<file path="src/rtl/bmhq_pkg.sv">
// ----------------------------------------------------------------------------
// bmhq_pkg
// Shared types and codes for the binary min-heap priority queue.
// ----------------------------------------------------------------------------
package bmhq_pkg;

    localparam int TAG_W  = 16;
    localparam int KEY_W  = 32;
    localparam int CNT_W  = 9;
    localparam int STAT_W = 2;

    typedef enum logic [0:0] {
        OP_INSERT  = 1'b0,
        OP_EXTRACT = 1'b1
    } op_t;

    typedef enum logic [STAT_W-1:0] {
        ST_OK    = 2'd0,
        ST_EMPTY = 2'd1,
        ST_FULL  = 2'd2
    } status_t;

    // One request as it passes from the front end to the heap engine.
    typedef struct packed {
        logic             is_extract;
        logic [TAG_W-1:0] tag;
        logic [KEY_W-1:0] key;
    } req_t;

    // One heap entry: tag in the upper bits, key in the lower bits.
    typedef struct packed {
        logic [TAG_W-1:0] tag;
        logic [KEY_W-1:0] key;
    } entry_t;

    localparam int ENTRY_W = TAG_W + KEY_W;

endpackage

</file>
<file path="src/rtl/bmhq_front.sv">
// ----------------------------------------------------------------------------
// bmhq_front
// Accepts requests and holds them in a two-entry queue for the heap engine.
// ----------------------------------------------------------------------------
module bmhq_front (
    input  logic                         aclk,
    input  logic                         aresetn,
    input  logic                         s_valid,
    output logic                         s_ready,
    input  logic                         s_opcode,
    input  logic [bmhq_pkg::TAG_W-1:0]   s_item_tag,
    input  logic [bmhq_pkg::KEY_W-1:0]   s_priority_req,
    output logic                         req_valid,
    input  logic                         req_ready,
    output bmhq_pkg::req_t               req
);

    bmhq_pkg::req_t q_reg [2];
    logic           wr_ptr_reg, wr_ptr_next;
    logic           rd_ptr_reg, rd_ptr_next;
    logic [1:0]     cnt_reg, cnt_next;
    logic           push, pop;

    assign s_ready   = (cnt_reg != 2'd2);
    assign req_valid = (cnt_reg != 2'd0);
    assign req       = q_reg[rd_ptr_reg];
    assign push      = s_valid && s_ready;
    assign pop       = req_valid && req_ready;

    always_comb begin
        wr_ptr_next = push ? ~wr_ptr_reg : wr_ptr_reg;
        rd_ptr_next = pop ? ~rd_ptr_reg : rd_ptr_reg;
        cnt_next    = cnt_reg + {1'b0, push} - {1'b0, pop};
    end

    always_ff @(posedge aclk) begin
        if (!aresetn) begin
            wr_ptr_reg <= 1'b0;
            rd_ptr_reg <= 1'b0;
            cnt_reg    <= 2'd0;
        end else begin
            wr_ptr_reg <= wr_ptr_next;
            rd_ptr_reg <= rd_ptr_next;
            cnt_reg    <= cnt_next;
        end
        if (push) begin
            q_reg[wr_ptr_reg] <= '{is_extract: (s_opcode == bmhq_pkg::OP_EXTRACT),
                                   tag: s_item_tag, key: s_priority_req};
        end
    end

endmodule

</file>
<file path="config.mk">
export PLATFORM = sky130hd
export DESIGN_NAME = bmhq_front
export DESIGN_NICKNAME = d
export VERILOG_FILES = /design/src/rtl/bmhq_pkg.sv /design/src/rtl/bmhq_front.sv
export SDC_FILE = /design/constraint.sdc
export NUM_CORES = 1
export LEC_CHECK = 0
export ABC_AREA = 1
export BUFFER_PORTS_ARGS = -buffer_cell sky130_fd_sc_hd__buf_2
export CAP_MARGIN = 15
export CORE_UTILIZATION = 50
export CTS_BUF_LIST = sky130_fd_sc_hd__clkbuf_16
export DETAILED_ROUTE_END_ITERATION = 8
export GPL_ROUTABILITY_DRIVEN = 0
export PLACE_DENSITY = 0.85
export SLEW_MARGIN = 20
export SYNTH_ARGS = -nofsm -noshare
export SYNTH_HDL_FRONTEND = slang
export SYNTH_SLANG_ARGS = --single-unit
export TNS_END_PERCENT = 50
</file>
<file path="constraint.sdc">
create_clock -name aclk -period 8.66 [get_ports aclk]
set_input_delay 1.732 -clock aclk [delete_from_list [all_inputs] [get_ports aclk]]
set_output_delay 1.732 -clock aclk [all_outputs]
set_load 0.02 [all_outputs]
</file>
After elaboration in Yosys (flattened, before gate mapping)
Memory sizes are Yosys's and may differ from the RTL's. A register that Yosys moved wholly into a read port is not among the register bits.
Index checks and enable logic that the tools add are counted.
- bits in registers: 4
- bits of input ports: 53
- bits in writable memories: 98
- memories: 1
- multiplexer cells: 4
- bitwise operators: 2
- equal/unequal tests: 1
- add/subtract/negate cells: 2
- reduce and logical (&&, ||, !) cells: 3
- memories (name ; depth ; bits a word ; read ports ; clocked after memory_dff ; wr ports ; RTL line ; source):
    q_reg ; 2 ; 49 ; 1 ; 1 ; 1 ; bmhq_front.sv:18 ; bmhq_pkg::req_t q_reg [2];
- operators with widths (cell ; number):
    $mux 1 ; 4
    $add 2x1->2 ; 1
    $logic_and 1x1->1 ; 2
    $ne 2x2->1 const B ; 1
    $not 1->1 ; 2
    $reduce_bool 2->1 ; 1
    $sub 2x1->2 ; 1

Logic depth before layout (Yosys ltp)
- depth in word-level cells: 4
- depth in mapped cells: 11
- gate-level depth less buffers: 11

Least setup slack after synthesis
OpenSTA, ideal clock, no wires.
- path kind: in2reg
- start: input s_valid
- end: memory q_reg[0][0] (netlist name), enable pin
- slack: 4.338 ns
- cell stages on the path: 2
- required time: 8.204 ns
- path buffers: 0
- arrival time: 3.867 ns
- cell sequence: nand2_1 -> nor2_1
- word-level cells in the longest chain between the ends: 3
- RTL lines (item ; RTL line ; source):
    start, declared ; bmhq_front.sv:8 ; input logic s_valid,
    $logic_and 1x1->1 ; bmhq_front.sv:27 ; assign push = s_valid && s_ready;
    $mux 1 ; bmhq_front.sv:46 ; if (push) begin
    $mux 1 (implied by the code) ; bmhq_front.sv:47 ; q_reg[wr_ptr_reg] <= '{is_extract: (s_opcode == bmhq_pkg::OP_EXTRACT),
    end, declared ; bmhq_front.sv:18 ;
No other way between the ends.

==> impl_metrics.csv <==
group,metric,value,unit
setup_path,crit_type,"reg2out",
pwr,pwr-share-comb,25.6,%
grt,grt_antenna_before_repair,0,
worst_hold_path,hold_path.class,"reg2reg",
layout,area_growth,23.7,%
route,via_count,1953,
setup_path,worst-path-buf-inv,2,
synth,syn_area,3820,µm²
setup_path,max_stage_delay,0.66,ns
layout,nets,354,
clocking,clk_pin_slew,0.06,ns
grt,grt_max_degree,50,
pwr,leakage,1.82,nW
layout,fin_cells,403,
run_status,status,"finished clean",
clocking,htreeDepth,3,
placement,port_buffers,103,
pwr,seqPwrFrac,47.1,%
clocking,cts-root-buf,"clkbuf_16",
job,maxCapViolCount,0,
setup_path,path_max_fanout,27,
layout,final_cell_mix,"buf_2, edfxtp_1, mux2_2",
sta,fin_tns_setup,0,ns
layout,diodes,0,
sta,tightestPinTransition,1.05,ns
grt,grt_pass1_wl,8760,µm
synth,synth_seq_cells,103,
route,viasPerCell,4.85,
synth,ys_seq_area_share,79.6,%
route,drc_errors,0,
layout,design_area,4730,µm²
die,initial_core_util,52.1,%
clocking,clock_path_buffers,2,
die,die-area,8000,µm²
synth,yosys_warnings,0,
grt,grt_pass1_vias,1915,
synth,synth_nets,243,
die,core-area,7330,µm²
pwr,p_per_area,298,nW/µm²
placement,placedCellCount,387,
synth,synthTopCellsByArea,"edfxtp_1, mux2_2, mux2_4",
sta,skew,0.00642,ns
sta,hold_viol_final,0,
route,drt_iter0_markers,99,
route,routed_wl,5850,µm
clocking,post-cts-setup-buffer-count,0,
sta,min_period,3.76,ns
synth,netlist_instances,188,
placement,hpwl,3980,µm
route,dr.pass1.iters,4,
setup_path,cp-start-kind,"flop",
setup_path,required,6.93,ns
pwr,pwr-share-clk,27.3,%
clocking,insertion_delay,0.33,ns
sta,setup_viol,0,
grt,grt_usage,15.4,%
sta,relSlewSlack,30.2,%
placement,post_dp_cell_area,4440,µm²
sta,period_share,43.5,%
synth,synth_top_area_share,77.0,%
pwr,ir_drop,213,µV
setup_path,endpoint_kind,"output port",
die,io_pins,104,
synth,yosysUniqueCellTypes,13,
sta,grt_setup_unrepaired,"no",
route,final_antenna_net_count,0,
setup_path,crit_chain,"buf_4 -> mux2_2 -> buf_2",
die,chipWidth,89.4,µm
die,dieHeight,89.4,µm
clocking,cts.sinks,103,
pwr,internal_power,0.00100,W
layout,layout-drive-gt1-share,56.3,%
layout,largest_reg_flops,98,
sta,fmax,0.266,GHz
pwr,p_sw,0.000405,W
clocking,ctsResizeCount,0,
sta,finalMaxSlewViolations,0,
setup_path,worstPathArrival,2.03,ns
clocking,cts_tree,"built",
setup_path,crit_family,"flip-flops",
die,rows,31,
clocking,hold_buffers,0,
setup_path,critical_path.slowest_cell,"dfxtp_2",
grt,overflow,0,
clocking,cts_buffers,9,
synth,synth_area_per_cell,20.3,µm²
pwr,p_sw_share,28.8,%
layout,finish.utilization,64.5,%
route,avgRoutedWirePerCell,14.5,µm
layout,final_common_cell,"buf_2",
synth,synth_top_area_cell,"edfxtp_1",
==> power by group through the flow <==
stage	Combinational [W]	Clock [W]	Sequential, W
after floorplan	0.000276	0	0.000659
after global placement	0.000359	0	0.000669
after detailed placement	0.000366	0	0.000675
after CTS	0.000367	0.000395	0.000664
after global routing	0.000396	0.000410	0.000670
final	0.000360	0.000384	0.000662
==> worst paths after layout <==
path | start | to | slack [ns] | cells after the start
max reg2reg | cnt_reg[0] | q_reg[0][15] | 6.61 | 5
min | rd_ptr_reg | rd_ptr_reg | 0.50 | 2
min reg2reg | rd_ptr_reg | rd_ptr_reg | 0.50 | 2
max | flop | req[29] | 4.90 | 3
==> cells in the mapped netlist <==
| cell | number |
|---|---|
| edfxtp_1 | 98 |
| mux2_2 | 39 |
| mux2_4 | 10 |
| nand2_1 | 9 |
| nor2_1 | 8 |
| inv_1 | 7 |
| dfxtp_1 | 5 |
| buf_4 | 3 |
| nand3_1 | 3 |
| a21oi_1 | 2 |
| ha_1 | 2 |
| buf_6 | 1 |
| buf_8 | 1 |
==> through the flow <==
stage | hold WS [ns] | worst slack, ns | total power (W)
2_1_floorplan | 0.467 | 4.34 | 0.000935
3_3_place_gp | 0.486 | 5.23 | 0.00103
3_5_place_dp | 0.494 | 5.18 | 0.00104
4_1_cts | 0.508 | 4.82 | 0.00143
5_1_grt | 0.534 | 4.79 | 0.00148
6_report | 0.504 | 4.90 | 0.00141
==> cells by family (layout without fill, tap and decap cells) <==
group / Yosys count / in the layout / share of synthesized area, %
compound gates: 2 / 2 / 0.262
fa+ha+maj: 2 / 2 / 0.655
buf+inv: 12 / 128 / 1.96
flops: 103 / 103 / 79.6
mux: 49 / 49 / 15.4
simple gates: 20 / 20 / 2.06
==> cell type report <==
type | count | area [µm²]
Tap cell | 99 | 124
Timing Repair Buffer | 105 | 531
Clock buffer | 9 | 225
Clock inverter | 7 | 65.1
Inverter | 7 | 26.3
Sequential cell | 103 | 3040
Multi-Input combinational cell | 73 | 711
Fill cell | 519 | 2610
==> worst register-to-register path, stage by stage, from the launching register on <==
cell     delay [ns]
dfxtp_1        0.36
inv_1          0.08
nand2_1        0.12
nand2_1        0.12
nor2_4         0.59
buf_4          0.45
==> layer usage <==
metal	track usage, %	share of wire, %	vias to the layer above
li1	-	-	946
met1	17.8	41	936
met2	26.7	52	65
met3	4.25	5.7	6
met4	7.36	1.3	0
met5	0	0	-
No activity file was read; power rests on OpenSTA's default activity.
